**config.mk**
```make
export PLATFORM = sky130hd
export DESIGN_NAME = absolute_encoder_cross_check
export DESIGN_NICKNAME = d
export VERILOG_FILES = /design/src/design/aecc_pkg.sv /design/src/design/aecc_ctrl.sv /design/src/design/aecc_dp.sv /design/src/design/absolute_encoder_cross_check.sv
export SDC_FILE = /design/constraint.sdc
export NUM_CORES = 2
export LEC_CHECK = 0
export ABC_AREA = 0
export BUFFER_PORTS_ARGS = -buffer_cell sky130_fd_sc_hd__buf_2
export CORE_AREA = 3 3 233 235
export CTS_CLUSTER_DIAMETER = 120
export DETAILED_ROUTE_END_ITERATION = 8
export DIE_AREA = 0 0 236 238
export PLACE_DENSITY = 0.77
export SETUP_SLACK_MARGIN = 0.2
export SYNTH_ARGS = -nofsm -noshare
export SYNTH_HDL_FRONTEND = slang
export SYNTH_SLANG_ARGS = --single-unit
```
**constraint.sdc**
```tcl
create_clock -name i_clk -period 25.5 [get_ports i_clk]
set_clock_uncertainty 0.2 [all_clocks]
set_input_delay 5.1 -clock i_clk [delete_from_list [all_inputs] [get_ports i_clk]]
set_output_delay 5.1 -clock i_clk [all_outputs]
set_load 0.02 [all_outputs]
```
**src/design/aecc_pkg.sv**
```systemverilog
// ----------------------------------------------------------------------------
// aecc_pkg
// Shared widths, codes and controller/datapath interface types for the
// absolute encoder cross-check block.
// ----------------------------------------------------------------------------
package aecc_pkg;

    localparam int ADC_BITS  = 10;
    localparam int TICK_W    = 32;
    localparam int TOL_W     = 31;
    localparam int DIFF_W    = ADC_BITS + 1;              // adc - zero, signed
    localparam int PROD_W    = TICK_W + DIFF_W;           // signed numerator
    localparam int MAG_W     = PROD_W - 1;                // numerator magnitude
    localparam int DIV_STEPS = MAG_W;
    localparam int CNT_W     = $clog2(DIV_STEPS);
    localparam int CMPD_W    = TICK_W + 1;                // q - motor, signed

    localparam int PADDR_W   = 3;
    localparam int PDATA_W   = 32;

    // action codes
    localparam logic [1:0] ACT_CAP_LIMIT = 2'd0;
    localparam logic [1:0] ACT_CAP_ZERO  = 2'd1;
    localparam logic [1:0] ACT_CHECK     = 2'd2;

    // status codes
    localparam logic [1:0] ST_OK       = 2'd0;
    localparam logic [1:0] ST_UNCAL    = 2'd1;
    localparam logic [1:0] ST_ZERO_SPN = 2'd2;

    // register indexes (paddr[2])
    localparam logic REG_OFFSET = 1'b0;
    localparam logic REG_TOL    = 1'b1;

    typedef struct packed {
        logic accept;
        logic mul;
        logic div_init;
        logic div_step;
        logic sat;
        logic cmp;
        logic out_load;
    } t_cmd;

    typedef struct packed {
        logic fast;     // result known at accept, no arithmetic needed
    } t_sts;

endpackage

```
**src/design/aecc_ctrl.sv**
```systemverilog
// ----------------------------------------------------------------------------
// aecc_ctrl
// Sequencer: accepts one item, steps the datapath through multiply, divide,
// saturate and compare unless fast, then hands on to the output register.
// ----------------------------------------------------------------------------
module aecc_ctrl (
    input  logic              i_clk,
    input  logic              i_rst_n,
    input  logic              i_in_valid,
    output logic              o_in_stall,
    output logic              o_out_valid,
    input  logic              i_out_stall,
    input  aecc_pkg::t_sts    i_sts,
    output aecc_pkg::t_cmd    o_cmd
);
    import aecc_pkg::*;

    localparam logic [2:0] S_IDLE  = 3'd0;
    localparam logic [2:0] S_MUL   = 3'd1;
    localparam logic [2:0] S_DINIT = 3'd2;
    localparam logic [2:0] S_DIV   = 3'd3;
    localparam logic [2:0] S_SAT   = 3'd4;
    localparam logic [2:0] S_CMP   = 3'd5;
    localparam logic [2:0] S_DONE  = 3'd6;

    logic [2:0]       r_state, n_state;
    logic [CNT_W-1:0] r_cnt, n_cnt;
    logic             r_out_valid, n_out_valid;
    t_cmd             cmd;

    always_comb begin
        n_state = r_state;
        n_cnt   = r_cnt;
        cmd     = '0;
        unique case (r_state)
            S_IDLE: begin
                if (i_in_valid) begin
                    cmd.accept = 1'b1;
                    n_state    = i_sts.fast ? S_DONE : S_MUL;
                end
            end
            S_MUL: begin
                cmd.mul = 1'b1;
                n_state = S_DINIT;
            end
            S_DINIT: begin
                cmd.div_init = 1'b1;
                n_cnt        = CNT_W'(DIV_STEPS - 1);
                n_state      = S_DIV;
            end
            S_DIV: begin
                cmd.div_step = 1'b1;
                n_cnt        = r_cnt - 1'b1;
                if (r_cnt == '0) begin
                    n_state = S_SAT;
                end
            end
            S_SAT: begin
                cmd.sat = 1'b1;
                n_state = S_CMP;
            end
            S_CMP: begin
                cmd.cmp = 1'b1;
                n_state = S_DONE;
            end
            S_DONE: begin
                if (!r_out_valid || !i_out_stall) begin
                    cmd.out_load = 1'b1;
                    n_state      = S_IDLE;
                end
            end
            default: begin
                n_state = S_IDLE;
            end
        endcase
    end

    always_comb begin
        n_out_valid = r_out_valid;
        if (cmd.out_load) begin
            n_out_valid = 1'b1;
        end else if (!i_out_stall) begin
            n_out_valid = 1'b0;
        end
    end

    always_ff @(posedge i_clk) begin
        if (!i_rst_n) begin
            r_state     <= S_IDLE;
            r_cnt       <= '0;
            r_out_valid <= 1'b0;
        end else begin
            r_state     <= n_state;
            r_cnt       <= n_cnt;
            r_out_valid <= n_out_valid;
        end
    end

    assign o_in_stall  = (r_state != S_IDLE);
    assign o_out_valid = r_out_valid;
    assign o_cmd       = cmd;

endmodule

```
**src/design/aecc_dp.sv**
```systemverilog
// ----------------------------------------------------------------------------
// aecc_dp
// Datapath: calibration readings, numerator multiply, bit-serial restoring
// divider, saturation, tolerance compare and output register.
// ----------------------------------------------------------------------------
module aecc_dp (
    input  logic                                   i_clk,
    input  logic                                   i_rst_n,
    input  aecc_pkg::t_cmd                         i_cmd,
    output aecc_pkg::t_sts                         o_sts,
    input  logic [1:0]                             i_action,
    input  logic [aecc_pkg::ADC_BITS-1:0]          i_adc_sample,
    input  logic signed [aecc_pkg::TICK_W-1:0]     i_motor_count,
    input  logic signed [aecc_pkg::TICK_W-1:0]     i_zero_offset,
    input  logic [aecc_pkg::TOL_W-1:0]             i_tolerance,
    output logic signed [aecc_pkg::TICK_W-1:0]     o_abs_ticks,
    output logic                                   o_correct_count,
    output logic [1:0]                             o_status
);
    import aecc_pkg::*;

    localparam logic [MAG_W-1:0] MAG_POS_MAX = MAG_W'(64'h7FFF_FFFF);
    localparam logic [MAG_W-1:0] MAG_NEG_MAX = MAG_W'(64'h8000_0000);

    // calibration state
    logic [ADC_BITS-1:0]             r_limit, r_zero;
    logic                            r_cal;
    // item operands
    logic [ADC_BITS-1:0]             r_adc;
    logic signed [TICK_W-1:0]        r_motor;
    // arithmetic
    logic signed [PROD_W-1:0]        r_prod;
    logic [MAG_W-1:0]                r_dvd;      // dividend shifts out, quotient in
    logic [ADC_BITS-1:0]             r_rem;
    logic [ADC_BITS-1:0]             r_div;
    logic                            r_qneg;
    logic signed [TICK_W-1:0]        r_q;
    // result and output
    logic signed [TICK_W-1:0]        r_res_abs, r_out_abs;
    logic                            r_res_corr, r_out_corr;
    logic [1:0]                      r_res_status, r_out_status;

    logic                            span_zero;
    logic [1:0]                      fast_status;
    logic                            fast;
    logic signed [DIFF_W-1:0]        adc_diff;
    logic signed [DIFF_W-1:0]        span;
    logic signed [PROD_W-1:0]        prod;
    logic [PROD_W-1:0]               prod_abs;
    logic [ADC_BITS:0]               trial;
    logic [ADC_BITS:0]               trial_sub;
    logic signed [TICK_W-1:0]        q_sat;
    logic signed [CMPD_W-1:0]        cmp_diff;
    logic [CMPD_W-1:0]               cmp_mag;

    assign span_zero = (r_zero == r_limit);

    always_comb begin
        fast        = 1'b1;
        fast_status = ST_OK;
        if (i_action == ACT_CHECK) begin
            if (!r_cal) begin
                fast_status = ST_UNCAL;
            end else if (span_zero) begin
                fast_status = ST_ZERO_SPN;
            end else begin
                fast = 1'b0;
            end
        end
    end

    assign o_sts.fast = fast;

    assign adc_diff = $signed({1'b0, r_adc}) - $signed({1'b0, r_zero});
    assign span     = $signed({1'b0, r_zero}) - $signed({1'b0, r_limit});
    assign prod     = PROD_W'(i_zero_offset) * PROD_W'(adc_diff);
    assign prod_abs = r_prod[PROD_W-1] ? PROD_W'(-r_prod) : PROD_W'(r_prod);

    // restoring divide step
    assign trial     = {r_rem, r_dvd[MAG_W-1]};
    assign trial_sub = trial - {1'b0, r_div};

    always_comb begin
        if (r_qneg) begin
            q_sat = (r_dvd > MAG_NEG_MAX) ? $signed(TICK_W'(MAG_NEG_MAX))
                                          : TICK_W'(-$signed({1'b0, r_dvd}));
        end else begin
            q_sat = (r_dvd > MAG_POS_MAX) ? $signed(TICK_W'(MAG_POS_MAX))
                                          : $signed(r_dvd[TICK_W-1:0]);
        end
    end

    assign cmp_diff = CMPD_W'(r_q) - CMPD_W'(r_motor);
    assign cmp_mag  = cmp_diff[CMPD_W-1] ? CMPD_W'(-cmp_diff) : CMPD_W'(cmp_diff);

    always_ff @(posedge i_clk) begin
        if (!i_rst_n) begin
            r_limit <= '0;
            r_zero  <= '0;
            r_cal   <= 1'b0;
        end else if (i_cmd.accept) begin
            if (i_action == ACT_CAP_LIMIT) begin
                r_limit <= i_adc_sample;
                r_cal   <= 1'b0;
            end else if (i_action == ACT_CAP_ZERO) begin
                r_zero <= i_adc_sample;
                r_cal  <= 1'b1;
            end
        end
    end

    always_ff @(posedge i_clk) begin
        if (i_cmd.accept) begin
            r_adc        <= i_adc_sample;
            r_motor      <= i_motor_count;
            r_res_abs    <= '0;
            r_res_corr   <= 1'b0;
            r_res_status <= fast_status;
        end
        if (i_cmd.mul) begin
            r_prod <= prod;
        end
        if (i_cmd.div_init) begin
            r_dvd  <= prod_abs[MAG_W-1:0];
            r_rem  <= '0;
            r_div  <= span[DIFF_W-1] ? ADC_BITS'(-span) : ADC_BITS'(span);
            r_qneg <= r_prod[PROD_W-1] ^ span[DIFF_W-1];
        end
        if (i_cmd.div_step) begin
            if (!trial_sub[ADC_BITS]) begin
                r_rem <= trial_sub[ADC_BITS-1:0];
                r_dvd <= {r_dvd[MAG_W-2:0], 1'b1};
            end else begin
                r_rem <= trial[ADC_BITS-1:0];
                r_dvd <= {r_dvd[MAG_W-2:0], 1'b0};
            end
        end
        if (i_cmd.sat) begin
            r_q <= q_sat;
        end
        if (i_cmd.cmp) begin
            r_res_abs    <= r_q;
            r_res_corr   <= (cmp_mag > CMPD_W'(i_tolerance));
            r_res_status <= ST_OK;
        end
        if (i_cmd.out_load) begin
            r_out_abs    <= r_res_abs;
            r_out_corr   <= r_res_corr;
            r_out_status <= r_res_status;
        end
    end

    assign o_abs_ticks     = r_out_abs;
    assign o_correct_count = r_out_corr;
    assign o_status        = r_out_status;

endmodule

```
**src/design/absolute_encoder_cross_check.sv**
```systemverilog
// ----------------------------------------------------------------------------
// absolute_encoder_cross_check
// Two-point calibration of an analog absolute encoder and cross-check
// against the motor quadrature count.
// ----------------------------------------------------------------------------
// One item at a time. Captures and checks that fail early (not calibrated,
// zero span) go straight from acceptance to the output register; a full
// check steps through multiply, divider load, the bit-serial restoring
// divider retiring one quotient bit per cycle over the 42-bit numerator
// magnitude, saturate and compare. A result waits in the output register
// while the next item is taken. Registers: 0x0 zero offset ticks (signed),
// 0x4 tolerance ticks (31 bits); write them only while the block is idle.
// ----------------------------------------------------------------------------
module absolute_encoder_cross_check (
    input  logic                                   i_clk,
    input  logic                                   i_rst_n,
    // config
    input  logic                                   psel,
    input  logic                                   penable,
    input  logic                                   pwrite,
    input  logic [aecc_pkg::PADDR_W-1:0]           paddr,
    input  logic [aecc_pkg::PDATA_W-1:0]           pwdata,
    output logic [aecc_pkg::PDATA_W-1:0]           prdata,
    output logic                                   pready,
    // input items
    input  logic                                   i_in_valid,
    output logic                                   o_in_stall,
    input  logic [1:0]                             i_action,
    input  logic [aecc_pkg::ADC_BITS-1:0]          i_adc_sample,
    input  logic signed [aecc_pkg::TICK_W-1:0]     i_motor_count,
    // results
    output logic                                   o_out_valid,
    input  logic                                   i_out_stall,
    output logic signed [aecc_pkg::TICK_W-1:0]     o_abs_ticks,
    output logic                                   o_correct_count,
    output logic [1:0]                             o_status
);
    import aecc_pkg::*;

    logic signed [TICK_W-1:0] r_zero_offset;
    logic [TOL_W-1:0]         r_tolerance;
    logic                     reg_idx;
    logic                     wr_en;
    t_cmd                     cmd;
    t_sts                     sts;

    assign pready  = 1'b1;
    assign reg_idx = paddr[2];
    assign wr_en   = psel && penable && pwrite;

    always_ff @(posedge i_clk) begin
        if (!i_rst_n) begin
            r_zero_offset <= '0;
            r_tolerance   <= '0;
        end else if (wr_en) begin
            if (reg_idx == REG_OFFSET) begin
                r_zero_offset <= $signed(pwdata[TICK_W-1:0]);
            end else begin
                r_tolerance <= pwdata[TOL_W-1:0];
            end
        end
    end

    always_comb begin
        if (reg_idx == REG_TOL) begin
            prdata = {1'b0, r_tolerance};
        end else begin
            prdata = r_zero_offset;
        end
    end

    aecc_ctrl u_ctrl (
        .i_clk       (i_clk),
        .i_rst_n     (i_rst_n),
        .i_in_valid  (i_in_valid),
        .o_in_stall  (o_in_stall),
        .o_out_valid (o_out_valid),
        .i_out_stall (i_out_stall),
        .i_sts       (sts),
        .o_cmd       (cmd)
    );

    aecc_dp u_dp (
        .i_clk           (i_clk),
        .i_rst_n         (i_rst_n),
        .i_cmd           (cmd),
        .o_sts           (sts),
        .i_action        (i_action),
        .i_adc_sample    (i_adc_sample),
        .i_motor_count   (i_motor_count),
        .i_zero_offset   (r_zero_offset),
        .i_tolerance     (r_tolerance),
        .o_abs_ticks     (o_abs_ticks),
        .o_correct_count (o_correct_count),
        .o_status        (o_status)
    );

endmodule

```
==> metrics.md <==
| Metric | Value |
|---|---|
| Crit. End Element | `output port` |
| Worst vdd ir | `85.47 uV` |
| Worst Hold Class | `reg2reg` |
| CP startpoint | `paddr[2]` |
| Asr flop ratio synth | `0%` |
| Vias | `23.71k` |
| Largest net degree at the start of global routing | `95` |
| Worst-case reg-to-reg path depth | `33` |
| Hold path start | `u_dp.r_res_abs[21]$_SDFFCE_PN0P_` |
| EDFF count, synth | `248` |
| Max Freq | `85.42 MHz` |
| Clk pwr share | `16.9%` |
| Unrepaired setup endpoints after global routing | `no` |
| Final wirelength | `78,000 um` |
| Part of the Yosys area used for sequential elements | `30.03%` |
| Crit-path cells | `buf_2, mux2_2, buf_2` |
| Placeable Area | `52,450 um2` |
| Post-synthesis register bit count | `344` |
| Worst setup endpoint | `prdata[28]` |
| Clock Tree Buf Depth | `3` |
| Initial antenna violation count | `2` |
| Final Hold Vio Count | `0` |
| Internal | `1.773 mW` |
| Crit path DAT | `6.41 ns` |
| R2r endpoint | `u_dp.r_prod[40]$_DFFE_PP_` |
| H-tree depth | `2` |
| CTS tree | `done` |
| Syn. warnings | `0` |
| Layout cell share with drive strength beyond 1 | `9.711%` |
| Skew-Pair Late Insertion Delay | `0.55 ns` |
| Total negative slack | `0 ns` |
| Num CTS Buffers | `38` |
| Fin area | `33,780 um2` |
| I/O Pins | `156` |
| Number of remaining DRC errors | `0` |
| Layout area overhead | `8.279%` |
| Static Leak | `14.37 nW` |
| Detail Placement HPWL | `60,030 um` |
| RePlAce Congestion | `0.9364` |
| Vias in the first global route | `24.19k` |
| Routed len/inst | `19.13 um` |
| Worst path slowest cell | `buf_2` |
| Sequential share of power | `29.8%` |
| Setup Buffers After CTS | `0` |
| Clock Sinks | `344` |
| Row count | `84` |
| Status | `completed` |
| Drt pass-1 iters | `5` |
| Starting Density | `59.48%` |
| Die ar. | `56,170 um2` |
| Final-stage net count | `3,943` |
| Sw frac | `44.34%` |
| Critical path class | `in2out` |
| Vias per cell | `5.814` |
| Placed cell area | `32,540 um2` |
| Worst Tran Pin Value | `1.212 ns` |
| Root Buffer | `clkbuf_16` |
| Worst r2r src | `u_dp.r_adc[0]$_DFFE_PP_` |
| Primary FF master, synth | `edfxtp_1` |
| Initial DRC count | `1,555` |
| Syn Inst Count | `3,289` |
| First-pass GRT wire length | `125,800 um` |
| Minimum clock period | `11.71 ns` |
| CP dominant cell by count | `buf_2` |
| Top delay family on crit path | `buffers and inverters` |
| Worst Path Buf+Inv | `2` |
| Maximum net fanout on the critical path | `35` |
| Pwr dens | `94.31 nW/um2` |
| Levels on crit path | `3` |
| Gate power share | `53.3%` |
| Worst Setup Start Kind | `primary input` |
| Die Ht | `238 um` |
| Input/output buffers | `152` |
| Max Cap Viol | `0` |
| Die X-Extent | `236 um` |
| Synthesized area | `31,190 um2` |
| Remaining Overflow, GRT | `0` |
| Syn Area/Cell | `9.485 um2` |
| Antenna violation net count after detailed routing | `0` |
| Max_slew headroom | `18.78%` |
| Final setup viols | `0` |
| Total Routing Usage GR | `27.78%` |
| Worst-path clk slew | `0.06 ns` |
| Synth unique cells | `84` |
| Final Slew Violations | `0` |
| Slowest stage delay, CP | `0.63 ns` |
| Cts repair resizes | `0` |
| Hold-fix buffers, CTS | `0` |
| Period utilization | `45.91%` |
| Mapped Nets | `3,873` |
| Flop-to-flop setup slack | `15.63 ns` |
| Sw Pwr | `1.413 mW` |
| Worst Path Required | `20.20 ns` |
[registers in the layout, indices dropped and copies added, names as in the netlist, 31 cells and up]
signal            count
u_dp.r_motor         32
u_dp.r_res_abs       32
u_dp.r_prod          43
r_zero_offset        32
u_dp.o_abs_ticks     32
u_dp.r_q             32
u_dp.r_dvd           42
r_tolerance          31
[worst min-delay path by stage]
stage,to,slack [ns],cells after the start
floorplan,u_dp.o_abs_ticks[0]$_DFFE_PP_,0.20,0
global placement,u_dp.o_abs_ticks[11]$_DFFE_PP_,0.20,0
detailed placement,u_dp.o_abs_ticks[10]$_DFFE_PP_,0.20,0
CTS,u_dp.o_abs_ticks[21]$_DFFE_PP_,0.22,0
global route,u_dp.o_abs_ticks[19]$_DFFE_PP_,0.22,0
finish,u_dp.o_abs_ticks[21]$_DFFE_PP_,0.22,0
[area by class of cell]
class	instances	area (um2)
multi-input combinational	2313	19540
fill	4174	18670
sequential	344	9369
inverter	484	1817
clock buffer	48	1051
timing repair buffer	178	955.9
tap	688	860.8
clock inverter	21	177.7
antenna	2	5.005
[cells in the final DEF (no fill, tap or decap), types with 8 or more instances in the layout]
master / instances
inv_1: 480
nand2_1: 429
fa_1: 310
edfxtp_1: 248
ha_1: 188
and2_1: 157
buf_2: 152
o21ai_0: 138
nor2_1: 136
nor2b_1: 108
a21oi_1: 98
dfxtp_1: 96
xnor2_1: 85
a21boi_0: 75
xor2_1: 66
a21o_1: 46
clkbuf_16: 39
nand3_1: 37
mux2_2: 34
nor3_1: 31
mux2i_1: 30
nand4_1: 28
o311ai_0: 28
buf_4: 26
or3_1: 24
nand2b_1: 22
o31ai_1: 20
o21a_1: 18
nor4_1: 16
o41ai_1: 15
or4_1: 13
o21bai_1: 11
or2_2: 10
a211oi_1: 10
clkinv_2: 10
nand3b_1: 8
o21ai_1: 8
[metal layers]
layer  vias up  track usage [%]  wire (um)
li1      10980                -          -
met1     11660            36.08      31450
met2       843            47.10      37700
met3       227            3.571       5203
met4         0            12.15       3642
met5         -                0          0
[kinds of logic after synthesis]
group,after synthesis,synth area share [%]
fa+ha+maj,498,27.43
other cells,1,0.01202
flops,344,30.03
mux,64,2.190
buf+inv,632,7.621
compound gates,542,11.75
xor+xnor,154,4.324
simple gates,1054,16.63
[stage by stage]
step,cells,utilization [%],power [mW],worst slack (ns),hold slack (ns)
2_1_floorplan,3289,-,2.183,14.09,0.2003
3_3_place_gp,4007,62.05,2.564,13.83,0.2031
3_5_place_dp,4007,62.05,2.638,13.83,0.2045
4_1_cts,4076,64.40,3.188,13.83,0.2173
5_1_grt,4078,64.41,3.444,13.78,0.2219
6_report,4078,64.41,3.186,13.79,0.2158
[cell usage after synthesis, types with 30 or more instances]
library cell	number	area, um2
nor3_1	32	160.2
nand2_1	429	1610
nor2b_1	108	675.7
nor2_1	143	536.8
dfxtp_1	96	1922
xor2_1	68	595.6
clkbuf_1	138	518.0
a21boi_0	75	563.0
mux2i_1	30	300.3
ha_1	188	2352
nand3_1	37	185.2
inv_1	482	1809
fa_1	310	6206
edfxtp_1	248	7447
and2_1	157	982.2
a21oi_1	99	495.5
mux2_2	34	382.9
o21ai_0	138	690.7
a21o_1	46	345.3
xnor2_1	86	753.2
[power groups by stage]
stage               clock network (mW)  registers, mW  logic, mW
finish                           0.537          0.949       1.70
global route                     0.570          0.964       1.91
CTS                              0.548          0.946       1.69
detailed placement                   0          0.957       1.68
global placement                     0          0.948       1.62
floorplan                            0          0.902       1.28
Note: power is estimated with default switching activity, not from simulation.
